## src/hw/rtl/centered_fir_zero_padded_defines.svh

```systemverilog
// ----------------------------------------------------------------------------
// Centered FIR assertion macros
// Shared property shorthands for the centered FIR block.
// ----------------------------------------------------------------------------
`ifndef CENTERED_FIR_ZERO_PADDED_DEFINES_SVH
`define CENTERED_FIR_ZERO_PADDED_DEFINES_SVH

// The consequent must hold in the same cycle as the antecedent.
`define CFZP_IMPLIES(LBL, CLK, RSTN, ANT, CON) \
  LBL: assert property (@(posedge CLK) disable iff (!RSTN) (ANT) |-> (CON)) \
    else $error("cfzp: same-cycle check failed");

// The consequent must hold in the cycle after the antecedent.
`define CFZP_NEXT(LBL, CLK, RSTN, ANT, CON) \
  LBL: assert property (@(posedge CLK) disable iff (!RSTN) (ANT) |=> (CON)) \
    else $error("cfzp: next-cycle check failed");

`endif

```

## src/hw/rtl/cfzp_pkg.sv

```systemverilog
// ----------------------------------------------------------------------------
// Centered FIR package
// Fixed widths, register codes and shared types of the centered FIR block.
// ----------------------------------------------------------------------------
`timescale 1ns / 1ps
`default_nettype none

package cfzp_pkg;

  localparam int NUM_COEFS   = 5;
  localparam int COEF_BITS   = 16;
  localparam int OUT_BITS    = 35;
  localparam int OUT_TDATA_W = 40;
  localparam int CFG_IDX_W   = 3;
  // Holds the largest lag over the supported tap counts.
  localparam int CNT_W       = 2;
  localparam int QDEPTH      = 2;
  localparam int QPTR_W      = $clog2(QDEPTH);

  typedef logic signed [COEF_BITS-1:0] coef_t;

  typedef enum logic [CFG_IDX_W-1:0] {
    REG_COEF_0 = 3'd0,
    REG_COEF_1 = 3'd1,
    REG_COEF_2 = 3'd2,
    REG_COEF_3 = 3'd3,
    REG_COEF_4 = 3'd4
  } cfg_reg_e;

  // Control part of one queued job.
  typedef struct packed {
    logic             last;
    logic [CNT_W-1:0] cnt;
  } job_ctl_t;

  // Back end status seen by the top level.
  typedef struct packed {
    logic busy;
    logic done;
  } bk_sts_t;

endpackage

`default_nettype wire

```

## src/hw/rtl/centered_fir_zero_padded.sv

```systemverilog
// ----------------------------------------------------------------------------
// Centered FIR filter with zero padding
// Streaming centered convolution with five programmable tap weights.
// ----------------------------------------------------------------------------
//
//  Channel  Direction  Handshake          Payload
//  in_      slave      in_tvalid/tready   tdata: sample; tlast: end of sequence
//  out_     master     out_tvalid/tready  tdata: filtered (35 b); tlast: final
//  cfg_     slave      cfg_valid/ready    cfg_index, cfg_data (tap weight)
//
//  An ordinary sample takes one step of the back end, so one item per clock
//  is sustained while the output is not stalled. A sample marked last takes
//  one back end step for each flushed window position of the expander.
//  From input to result an item passes the queue, the expander, the multiply
//  and the sum into the output register.
//  Reset is synchronous and clears delay line, count, queue and pipeline
//  valids at once; no clearing pass follows. Each pipeline stage moves when
//  the stage after it is empty or moving, and the two-entry queue lets input
//  acceptance go on while results wait at the output.
//
`timescale 1ns / 1ps
`default_nettype none

module centered_fir_zero_padded #(
  parameter int TAPS        = 5,
  parameter int SAMPLE_BITS = 16
) (
  input  logic                                  clk,
  input  logic                                  rst_n,
  // Sample input.
  input  logic                                  in_tvalid,
  output logic                                  in_tready,
  input  logic [((SAMPLE_BITS+7)/8)*8-1:0]      in_tdata,   // [SAMPLE_BITS-1:0] sample
  input  logic                                  in_tlast,   // end of sequence
  // Result output.
  output logic                                  out_tvalid,
  input  logic                                  out_tready,
  output logic [cfzp_pkg::OUT_TDATA_W-1:0]      out_tdata,  // [34:0] filtered
  output logic                                  out_tlast,  // final result of sequence
  // Tap weight writes.
  input  logic                                  cfg_valid,
  output logic                                  cfg_ready,
  input  logic [cfzp_pkg::CFG_IDX_W-1:0]        cfg_index,
  input  logic [cfzp_pkg::COEF_BITS-1:0]        cfg_data
);
  import cfzp_pkg::*;

  `include "centered_fir_zero_padded_defines.svh"

  localparam int JOB_W = TAPS * SAMPLE_BITS + $bits(job_ctl_t);

  coef_t               coef_r   [NUM_COEFS];
  coef_t               coef_nxt [NUM_COEFS];

  logic                f_valid;
  logic                f_ready;
  logic [JOB_W-1:0]    f_data;
  logic                q_valid;
  logic                q_ready;
  logic [JOB_W-1:0]    q_data;
  logic [OUT_BITS-1:0] sum;
  bk_sts_t             bk_sts;

  // Weight registers. Writes to indexes past the list are dropped; the
  // port never stalls.
  assign cfg_ready = 1'b1;

  always_comb begin
    coef_nxt = coef_r;
    if (cfg_valid) begin
      case (cfg_reg_e'(cfg_index))
        REG_COEF_0: coef_nxt[0] = cfg_data;
        REG_COEF_1: coef_nxt[1] = cfg_data;
        REG_COEF_2: coef_nxt[2] = cfg_data;
        REG_COEF_3: coef_nxt[3] = cfg_data;
        REG_COEF_4: coef_nxt[4] = cfg_data;
        default: ;
      endcase
    end
  end

  always_ff @(posedge clk) begin
    if (!rst_n) begin
      for (int m = 0; m < NUM_COEFS; m++) begin
        coef_r[m] <= '0;
      end
    end else begin
      coef_r <= coef_nxt;
    end
  end

  // The front end owns the delay line and the per-sequence count, and hands
  // a complete window plus its count and last flag to the queue.
  cfzp_front #(
    .TAPS        (TAPS),
    .SAMPLE_BITS (SAMPLE_BITS)
  ) u_front (
    .clk        (clk),
    .rst_n      (rst_n),
    .in_valid_i (in_tvalid),
    .in_ready_o (in_tready),
    .sample_i   (in_tdata[SAMPLE_BITS-1:0]),
    .last_i     (in_tlast),
    .q_valid_o  (f_valid),
    .q_ready_i  (f_ready),
    .q_data_o   (f_data)
  );

  cfzp_fifo #(
    .WIDTH (JOB_W)
  ) u_fifo (
    .clk         (clk),
    .rst_n       (rst_n),
    .in_valid_i  (f_valid),
    .in_ready_o  (f_ready),
    .in_data_i   (f_data),
    .out_valid_o (q_valid),
    .out_ready_i (q_ready),
    .out_data_o  (q_data)
  );

  // The back end turns each job into zero or more window positions and
  // computes one full-precision sum per emitted position.
  cfzp_back #(
    .TAPS        (TAPS),
    .SAMPLE_BITS (SAMPLE_BITS)
  ) u_back (
    .clk         (clk),
    .rst_n       (rst_n),
    .q_valid_i   (q_valid),
    .q_ready_o   (q_ready),
    .q_data_i    (q_data),
    .coef_i      (coef_r),
    .out_valid_o (out_tvalid),
    .out_ready_i (out_tready),
    .out_sum_o   (sum),
    .out_last_o  (out_tlast),
    .sts_o       (bk_sts)
  );

  assign out_tdata = {{(OUT_TDATA_W - OUT_BITS){1'b0}}, sum};

  // An accepted item is in the queue on the next cycle.
  `CFZP_NEXT(a_push_lands, clk, rst_n, in_tvalid && in_tready, q_valid)
  // An idle or finishing back end always takes a waiting job.
  `CFZP_IMPLIES(a_back_pops, clk, rst_n, q_valid && (!bk_sts.busy || bk_sts.done), q_ready)
  // Input only stalls when the queue holds work.
  `CFZP_IMPLIES(a_stall_full, clk, rst_n, !in_tready, q_valid)

endmodule

`default_nettype wire

```

## src/hw/rtl/cfzp_front.sv

```systemverilog
// ----------------------------------------------------------------------------
// Centered FIR front end
// Accepts samples, keeps the delay line and count, and forms one job per item.
// ----------------------------------------------------------------------------
`timescale 1ns / 1ps
`default_nettype none

module cfzp_front #(
  parameter int TAPS        = 5,
  parameter int SAMPLE_BITS = 16
) (
  input  logic                                                   clk,
  input  logic                                                   rst_n,
  input  logic                                                   in_valid_i,
  output logic                                                   in_ready_o,
  input  logic [SAMPLE_BITS-1:0]                                 sample_i,
  input  logic                                                   last_i,
  output logic                                                   q_valid_o,
  input  logic                                                   q_ready_i,
  output logic [TAPS*SAMPLE_BITS+$bits(cfzp_pkg::job_ctl_t)-1:0] q_data_o
);
  import cfzp_pkg::*;

  localparam int LAG   = TAPS - 1 - TAPS / 2;
  localparam int WIN_W = TAPS * SAMPLE_BITS;

  logic [SAMPLE_BITS-1:0] dl_r   [TAPS-1];
  logic [SAMPLE_BITS-1:0] dl_nxt [TAPS-1];
  logic [CNT_W-1:0]       cnt_r;
  logic [CNT_W-1:0]       cnt_nxt;
  logic                   accept;
  job_ctl_t               ctl;
  logic [WIN_W-1:0]       win;

  assign in_ready_o = q_ready_i;
  assign q_valid_o  = in_valid_i;
  assign accept     = in_valid_i && q_ready_i;

  // The window is the stored samples, oldest in the lowest slot, then the new one.
  always_comb begin
    for (int m = 0; m < TAPS - 1; m++) begin
      win[m*SAMPLE_BITS +: SAMPLE_BITS] = dl_r[m];
    end
    win[(TAPS-1)*SAMPLE_BITS +: SAMPLE_BITS] = sample_i;
    ctl.last = last_i;
    ctl.cnt  = cnt_r;
    q_data_o = {ctl, win};
  end

  always_comb begin
    dl_nxt  = dl_r;
    cnt_nxt = cnt_r;
    if (accept) begin
      if (last_i) begin
        for (int m = 0; m < TAPS - 1; m++) begin
          dl_nxt[m] = '0;
        end
        cnt_nxt = '0;
      end else begin
        for (int m = 0; m < TAPS - 2; m++) begin
          dl_nxt[m] = dl_r[m+1];
        end
        dl_nxt[TAPS-2] = sample_i;
        if (cnt_r != CNT_W'(LAG)) begin
          cnt_nxt = cnt_r + 1'b1;
        end
      end
    end
  end

  always_ff @(posedge clk) begin
    if (!rst_n) begin
      for (int m = 0; m < TAPS - 1; m++) begin
        dl_r[m] <= '0;
      end
      cnt_r <= '0;
    end else begin
      dl_r  <= dl_nxt;
      cnt_r <= cnt_nxt;
    end
  end

endmodule

`default_nettype wire

```

## src/hw/rtl/cfzp_fifo.sv

```systemverilog
// ----------------------------------------------------------------------------
// Centered FIR job queue
// Two-entry queue between the front end and the back end.
// ----------------------------------------------------------------------------
`timescale 1ns / 1ps
`default_nettype none

module cfzp_fifo #(
  parameter int WIDTH = 8
) (
  input  logic             clk,
  input  logic             rst_n,
  input  logic             in_valid_i,
  output logic             in_ready_o,
  input  logic [WIDTH-1:0] in_data_i,
  output logic             out_valid_o,
  input  logic             out_ready_i,
  output logic [WIDTH-1:0] out_data_o
);
  import cfzp_pkg::*;

  logic [WIDTH-1:0]  mem_r [QDEPTH];
  logic [QPTR_W-1:0] wr_ptr_r;
  logic [QPTR_W-1:0] wr_ptr_nxt;
  logic [QPTR_W-1:0] rd_ptr_r;
  logic [QPTR_W-1:0] rd_ptr_nxt;
  logic [QPTR_W:0]   cnt_r;
  logic [QPTR_W:0]   cnt_nxt;
  logic              push;
  logic              pop;

  assign in_ready_o  = (cnt_r != (QPTR_W + 1)'(QDEPTH));
  assign out_valid_o = (cnt_r != '0);
  assign out_data_o  = mem_r[rd_ptr_r];
  assign push        = in_valid_i && in_ready_o;
  assign pop         = out_valid_o && out_ready_i;

  always_comb begin
    wr_ptr_nxt = push ? wr_ptr_r + 1'b1 : wr_ptr_r;
    rd_ptr_nxt = pop ? rd_ptr_r + 1'b1 : rd_ptr_r;
    cnt_nxt    = cnt_r;
    if (push && !pop) begin
      cnt_nxt = cnt_r + 1'b1;
    end else if (pop && !push) begin
      cnt_nxt = cnt_r - 1'b1;
    end
  end

  always_ff @(posedge clk) begin
    if (push) begin
      mem_r[wr_ptr_r] <= in_data_i;
    end
  end

  always_ff @(posedge clk) begin
    if (!rst_n) begin
      wr_ptr_r <= '0;
      rd_ptr_r <= '0;
      cnt_r    <= '0;
    end else begin
      wr_ptr_r <= wr_ptr_nxt;
      rd_ptr_r <= rd_ptr_nxt;
      cnt_r    <= cnt_nxt;
    end
  end

endmodule

`default_nettype wire

```

## src/hw/rtl/cfzp_back.sv

```systemverilog
// ----------------------------------------------------------------------------
// Centered FIR back end
// Expands jobs into window positions, multiplies, sums and registers results.
// ----------------------------------------------------------------------------
`timescale 1ns / 1ps
`default_nettype none

module cfzp_back #(
  parameter int TAPS        = 5,
  parameter int SAMPLE_BITS = 16
) (
  input  logic                                                   clk,
  input  logic                                                   rst_n,
  input  logic                                                   q_valid_i,
  output logic                                                   q_ready_o,
  input  logic [TAPS*SAMPLE_BITS+$bits(cfzp_pkg::job_ctl_t)-1:0] q_data_i,
  input  cfzp_pkg::coef_t                                        coef_i [cfzp_pkg::NUM_COEFS],
  output logic                                                   out_valid_o,
  input  logic                                                   out_ready_i,
  output logic [cfzp_pkg::OUT_BITS-1:0]                          out_sum_o,
  output logic                                                   out_last_o,
  output cfzp_pkg::bk_sts_t                                      sts_o
);
  import cfzp_pkg::*;

  localparam int LAG    = TAPS - 1 - TAPS / 2;
  localparam int WIN_W  = TAPS * SAMPLE_BITS;
  localparam int CTL_W  = $bits(job_ctl_t);
  localparam int PROD_W = COEF_BITS + SAMPLE_BITS;
  localparam int ACC_W  = (PROD_W > OUT_BITS) ? PROD_W : OUT_BITS;
  // Taps beyond the register list carry zero weight and get no multiplier.
  localparam int NPROD  = (TAPS < NUM_COEFS) ? TAPS : NUM_COEFS;

  // Expander stage: one job, stepped once per window position.
  logic                          busy_r;
  logic                          busy_nxt;
  logic [CNT_W-1:0]              k_r;
  logic [CNT_W-1:0]              k_nxt;
  job_ctl_t                      ctl_r;
  logic signed [SAMPLE_BITS-1:0] win_r [TAPS];

  // Product stage and result stage.
  logic                          p_vld_r;
  logic                          p_fin_r;
  logic signed [PROD_W-1:0]      prod_r [NPROD];
  logic                          o_vld_r;
  logic                          o_fin_r;
  logic [OUT_BITS-1:0]           sum_r;

  logic                          o_adv;
  logic                          p_adv;
  logic                          step;
  logic [CNT_W:0]                pos;
  logic                          emit;
  logic [CNT_W-1:0]              k_end;
  logic                          final_step;
  logic                          done;
  logic                          load;
  logic signed [ACC_W-1:0]       acc;

  assign o_adv      = !o_vld_r || out_ready_i;
  assign p_adv      = !p_vld_r || o_adv;
  assign step       = busy_r && p_adv;
  assign pos        = {1'b0, k_r} + {1'b0, ctl_r.cnt};
  assign emit       = (pos >= (CNT_W + 1)'(LAG));
  assign k_end      = ctl_r.last ? CNT_W'(LAG) : '0;
  assign final_step = (k_r == k_end);
  assign done       = step && final_step;
  assign q_ready_o  = !busy_r || done;
  assign load       = q_valid_i && q_ready_o;

  assign sts_o.busy = busy_r;
  assign sts_o.done = done;

  always_comb begin
    busy_nxt = busy_r;
    k_nxt    = k_r;
    if (done) begin
      busy_nxt = 1'b0;
    end else if (step) begin
      k_nxt = k_r + 1'b1;
    end
    if (load) begin
      busy_nxt = 1'b1;
      k_nxt    = '0;
    end
  end

  always_ff @(posedge clk) begin
    if (!rst_n) begin
      busy_r <= 1'b0;
      k_r    <= '0;
    end else begin
      busy_r <= busy_nxt;
      k_r    <= k_nxt;
    end
  end

  // Flush positions move the window down and feed zeros behind it.
  always_ff @(posedge clk) begin
    if (load) begin
      for (int m = 0; m < TAPS; m++) begin
        win_r[m] <= q_data_i[m*SAMPLE_BITS +: SAMPLE_BITS];
      end
      ctl_r <= q_data_i[WIN_W +: CTL_W];
    end else if (step && !final_step) begin
      for (int m = 0; m < TAPS - 1; m++) begin
        win_r[m] <= win_r[m+1];
      end
      win_r[TAPS-1] <= '0;
    end
  end

  always_ff @(posedge clk) begin
    if (!rst_n) begin
      p_vld_r <= 1'b0;
      o_vld_r <= 1'b0;
    end else begin
      if (p_adv) begin
        p_vld_r <= step && emit;
      end
      if (o_adv) begin
        o_vld_r <= p_vld_r;
      end
    end
  end

  always_ff @(posedge clk) begin
    if (p_adv) begin
      p_fin_r <= ctl_r.last && final_step;
    end
  end

  for (genvar g = 0; g < NPROD; g++) begin : g_mul
    always_ff @(posedge clk) begin
      if (step) begin
        prod_r[g] <= PROD_W'(coef_i[g]) * PROD_W'(win_r[g]);
      end
    end
  end

  always_comb begin
    acc = '0;
    for (int m = 0; m < NPROD; m++) begin
      acc = acc + ACC_W'(prod_r[m]);
    end
  end

  always_ff @(posedge clk) begin
    if (o_adv) begin
      sum_r   <= acc[OUT_BITS-1:0];
      o_fin_r <= p_fin_r;
    end
  end

  assign out_valid_o = o_vld_r;
  assign out_sum_o   = sum_r;
  assign out_last_o  = o_fin_r;

endmodule

`default_nettype wire
```

## config.mk

```make
export PLATFORM = sky130hd
export DESIGN_NAME = centered_fir_zero_padded
export DESIGN_NICKNAME = d
export VERILOG_FILES = /design/src/hw/rtl/cfzp_pkg.sv /design/src/hw/rtl/centered_fir_zero_padded.sv /design/src/hw/rtl/cfzp_front.sv /design/src/hw/rtl/cfzp_fifo.sv /design/src/hw/rtl/cfzp_back.sv
export VERILOG_INCLUDE_DIRS = /design/src /design/src/hw/rtl
export SDC_FILE = /design/constraint.sdc
export NUM_CORES = 2
export LEC_CHECK = 0
export ABC_CLOCK_PERIOD_IN_PS = 6650
export BUFFER_PORTS_ARGS = -buffer_cell sky130_fd_sc_hd__buf_4
export CAP_MARGIN = 20
export CORE_ASPECT_RATIO = 1.4
export CORE_MARGIN = 1.5
export CORE_UTILIZATION = 30
export DETAILED_ROUTE_END_ITERATION = 12
export HOLD_SLACK_MARGIN = 0.05
export SYNTH_ARGS = -nofsm -noshare
export SYNTH_HDL_FRONTEND = slang
export SYNTH_SLANG_ARGS = --single-unit
```

## constraint.sdc

```tcl
create_clock -name clk -period 6.65 [get_ports clk]
set_input_delay 0.665 -clock clk [delete_from_list [all_inputs] [get_ports clk]]
set_output_delay 0.665 -clock clk [all_outputs]
set_load 0.05 [all_outputs]
```

==> results.txt <==
----------------------------------------------------
[Clock tree]
  Number of sinks on the clock net ... 602
  Clock Latency Late Sink ... 0.71 ns
  CTS Root Buffer Type ... clkbuf_16
  H-tree levels ... 3
  Clock-pin transition on the worst setup and hold timing paths ... 0.06 ns
  Maximum root-to-sink buffer count ... 3
  TritonCTS buffer count ... 73
  CTS tree ... yes

[Critical path]
  Dominant cell type by count on the critical path ... fa_1
  Top delay family on crit path ... adder cells
  Length in cells of the worst reg-to-reg path ... 19
  Nature of the critical path startpoint ... flip-flop
  Type of the setup path with the least slack ... reg -> reg
  Data arrival at the endpoint of the critical path ... 6.91 ns
  Count of buffer and inverter cells on the critical path ... 3
  Critical path cell sequence ... nand2_1 -> fa_1 -> fa_1 -> inv_1 -> fa_1 -> fa_1 -> fa_1 -> inv_1 -> fa_1 -> inv_1 -> ha_1 -> a211o_1 -> a21oi_1 -> o31a_1 -> a21oi_1 -> or4_1 -> a31o_1 -> a21oi_1 -> xnor2_1
  CP required ... 7.08 ns
  Reg-to-reg startpoint ... u_back.win_r[0][46]
  Worst-path cell with the longest stage delay ... edfxtp_1
  Max Fanout on Critical Path ... 17
  Crit path capture type ... flip-flop
  Largest stage delay, worst path ... 0.78 ns
  RR Endpoint ... u_back.prod_r[0][94]
  Slack of the worst reg-to-reg path ... 0.17 ns

[Floorplan]
  Die footprint ... 252,900 sq um
  Std-Cell Rows ... 216
  Die width ... 425.4 microns
  Core outline area ... 247,800 sq um
  Die outline height ... 594.4 microns
  Top-level I/O count ... 85
  Starting density of the core ... 30.24%

[STA]
  Final worst path period share ... 97.42%
  Hold violation total from the final report ... 0
  Worst slew margin relative to its limit ... 19.93%
  Post-route minimum period ... 6.478 ns
  Setup skew after layout ... 0.04218 ns
  Top achievable clock speed ... 0.1544 GHz
  Final worst-path setup slack ... 0.1716 ns
  Max-slew violation count ... 0
  Pin slew with the least headroom to its limit ... 1.189 ns
  Number of failing setup endpoints in the final timing report ... 0

[Global routing]
  Grt ovf ... 0
  Via count of the first global-routing pass ... 56,520
  Wire length of the first global-routing pass ... 330.7 mm
  Largest net degree at the start of global routing ... 89
  Overall routing resource usage ... 17.07%
  Initial antenna violation count ... 15

[Place]
  Number of placed instances with taps included ... 10,800
  HPWL after detailed placement ... 177.9 mm
  Port Buffer Count ... 78
  Routability-driven placement congestion ratio ... 0.9056
  Setup Slack @ Placement ... 0.04917 ns

[Power and ir drop]
  Worst voltage drop across the vdd grid ... 1.087 mV
  Total power divided by cell area ... 529.4 nW/um^2
  Total leakage power ... 39.60 nW

[Drt]
  Number of iterations in the first detailed-routing pass ... 6
  Vias per inst ... 4.692
  Total wire length after detailed routing ... 214.0 mm
  Violation count after the first detailed-routing iteration ... 3,082
  Remaining DRCs ... 0
  Count of vias placed by the detailed router ... 51,500
  Post-DR wirelength/cell ... 19.50 microns
  Post-route antenna net violation count ... 0

[Yosys]
  Post-synthesis register bit count ... 602
  Simple-gate portion of the synthesized area ... 13.42%
  Dominant combinational cell family by area after synthesis ... adder cells
  Library cell with the highest instance count after synthesis ... inv_1
  Most used DFF post-synth ... edfxtp_1
  FFs w/ async S/R, synth ... 0%
  Area share of the largest cell type after synthesis ... 36.83%
  Most numerous cell types in the synthesized netlist ... 1,604 x inv_1, 1,379 x fa_1, 913 x nand2_1, 628 x and2_1, 477 x ha_1
  Synthesized-area fraction occupied by xor and xnor cells ... 2.816%
  Mean instance size in the synthesized netlist ... 10.08 sq um
  Cell types with the largest area share after synthesis ... fa_1 37%, edfxtp_1 18%, inv_1 8.0%
  Count of cell types in the netlist ... 84
  Syn. warnings ... 0
  Adder and majority cell fraction of the synthesized area ... 44.80%
  Number of flops mapped to enable cells by yosys ... 446
  Share of cell area taken by muxes after synthesis ... 1.128%
  Post-synthesis cell type with the largest combined area ... fa_1
  Fraction of the yosys area taken by sequential cells ... 22.04%
  Complex-gate fraction of the synthesized area ... 6.392%
  Cells after Synth ... 7,437
  Cell area after synthesis ... 74,950 sq um

[Worst hold path]
  Hold Path End ... u_fifo.mem_r[0][66]
  Hold path startpoint ... in_tdata[2]
  Worst hold path depth ... 1
  Kind of path behind the tightest hold check ... in -> reg

[Status]
  Status ... finished, final reports clean

[Cells and area]
  Layout cells sized above 1 ... 7.441%
  Non-Filler Instances ... 10,980
  Number of nets in the layout ... 9,538
  Area Growth Syn to Fin ... 11.81%
  Number of filler instances in the final layout ... 24,970

[Run]
  Max_cap viols ... 0

----------------------------------------------------
[sequential cells by signal, indices dropped and copies added (netlist names), 2 cells and up, named ones only]
register,flops
u_back.prod_r,160
u_back.out_sum_o,35
u_front.cnt_r,2
u_front.q_data_o,64
u_back.ctl_r,3
u_back.win_r,80
coef_r,80
u_back.k_r,2
u_fifo.mem_r,166
u_fifo.cnt_r,2
[per-stage QoR]
| step | TNS [ns] | total power [mW] | instance area [sq um] | hold slack [ns] | utilization [%] |
|---|---|---|---|---|---|
| after floorplan | 0 | 28.62 | 74970 | 0.4003 | - |
| after global placement | -0.01955 | 39.43 | 80750 | 0.4343 | 32.58 |
| after detailed placement | 0 | 39.92 | 80790 | 0.4434 | 32.60 |
| after CTS | 0 | 44.59 | 83350 | 0.1065 | 33.63 |
| after global routing | -0.06495 | 48.03 | 83790 | 0.1289 | 33.81 |
| final | 0 | 44.36 | 83800 | 0.1574 | 33.82 |
[layout by cell type, fill, tap and decap left out, types with 7 or more instances in the layout]
master / Yosys / final
inv_1: 1604 / 1602
fa_1: 1379 / 1374
nand2_1: 913 / 911
and2_1: 628 / 627
ha_1: 477 / 476
edfxtp_1: 446 / 446
buf_4: 6 / 379
a21oi_1: 235 / 233
xnor2_1: 178 / 178
nor2_1: 173 / 170
o21ai_0: 158 / 156
dfxtp_1: 156 / 146
a21boi_0: 86 / 86
nor2b_1: 82 / 82
mux2i_1: 80 / 80
clkbuf_16: 0 / 76
a21o_1: 69 / 69
nor3b_1: 65 / 65
xor2_1: 63 / 63
nand2b_1: 43 / 43
o21a_1: 39 / 39
nor3_1: 28 / 27
nand3_1: 25 / 25
o21bai_1: 23 / 23
and3_1: 21 / 20
clkbuf_1: 252 / 17
o211ai_1: 15 / 15
a31oi_1: 16 / 15
o21ai_1: 10 / 12
a211oi_1: 14 / 12
or2_2: 11 / 11
buf_12: 0 / 11
nand4_1: 10 / 10
and4_1: 9 / 9
clkbuf_8: 0 / 9
dfxtp_2: 0 / 9
a211o_1: 8 / 8
or3_1: 8 / 8
bufinv_16: 0 / 7
[how the worst max path moves through the flow]
stage                                   start                   end  cells after the start
after floorplan           u_back.win_r[0][17]  u_back.prod_r[0][62]                     20
after global placement     u_back.win_r[0][5]  u_back.prod_r[0][31]                     21
after detailed placement   u_back.win_r[0][5]  u_back.prod_r[0][31]                     21
after CTS                  u_back.win_r[0][5]  u_back.prod_r[0][31]                     21
after global routing      u_back.win_r[0][17]  u_back.prod_r[0][62]                     23
final                     u_back.win_r[0][46]  u_back.prod_r[0][94]                     19
[metal layers]
layer / track usage (%) / vias to the layer above / share of wire, %
met5: 0 / - / 0.027
met3: 1.996 / 404 / 4.3
met1: 19.45 / 26660 / 37
met2: 31.44 / 1268 / 53
met4: 7.878 / 10 / 5.1
li1: - / 23160 / -
[logic make-up (layout without fill, tap and decap cells)]
kind of cell	Yosys count	count (layout)
and+or+nand+nor	2033	2033
DFF	602	602
xor gates and xnor gates	241	241
muxes	84	84
other	2	11
buffers and inverters	1870	2130
adders and majority gates	1856	1856
AOI/OAI and AO/OA	749	749
[area by class of cell]
cell class | instances | area, sq um | share of cell area [%]
multi-input combinational | 4969 | 51500 | 61.46
sequential | 602 | 16530 | 19.73
inverter | 1604 | 6025 | 7.189
tap | 3270 | 4091 | 4.882
timing repair buffer | 391 | 3077 | 3.671
clock buffer | 102 | 2090 | 2.493
clock inverter | 33 | 476.7 | 0.5688
antenna | 5 | 12.51 | 0.01493
[power by group]
part,internal [mW],total [mW],switching [mW]
combinational,12.8,32.0,19.2
clock,2.51,4.34,1.83
sequential,6.66,8.06,1.40
total,22.0,44.4,22.4
[timing repair]
| action | 4_1_cts | 5_1_grt |
|---|---|---|
| buffers inserted | 0 | 35 |
| resized for setup | 0 | 29 |
| endpoints found under the setup margin | 0 | 19 |
| hold buffers | 0 | 0 |
(Power assumes the default switching activity.)
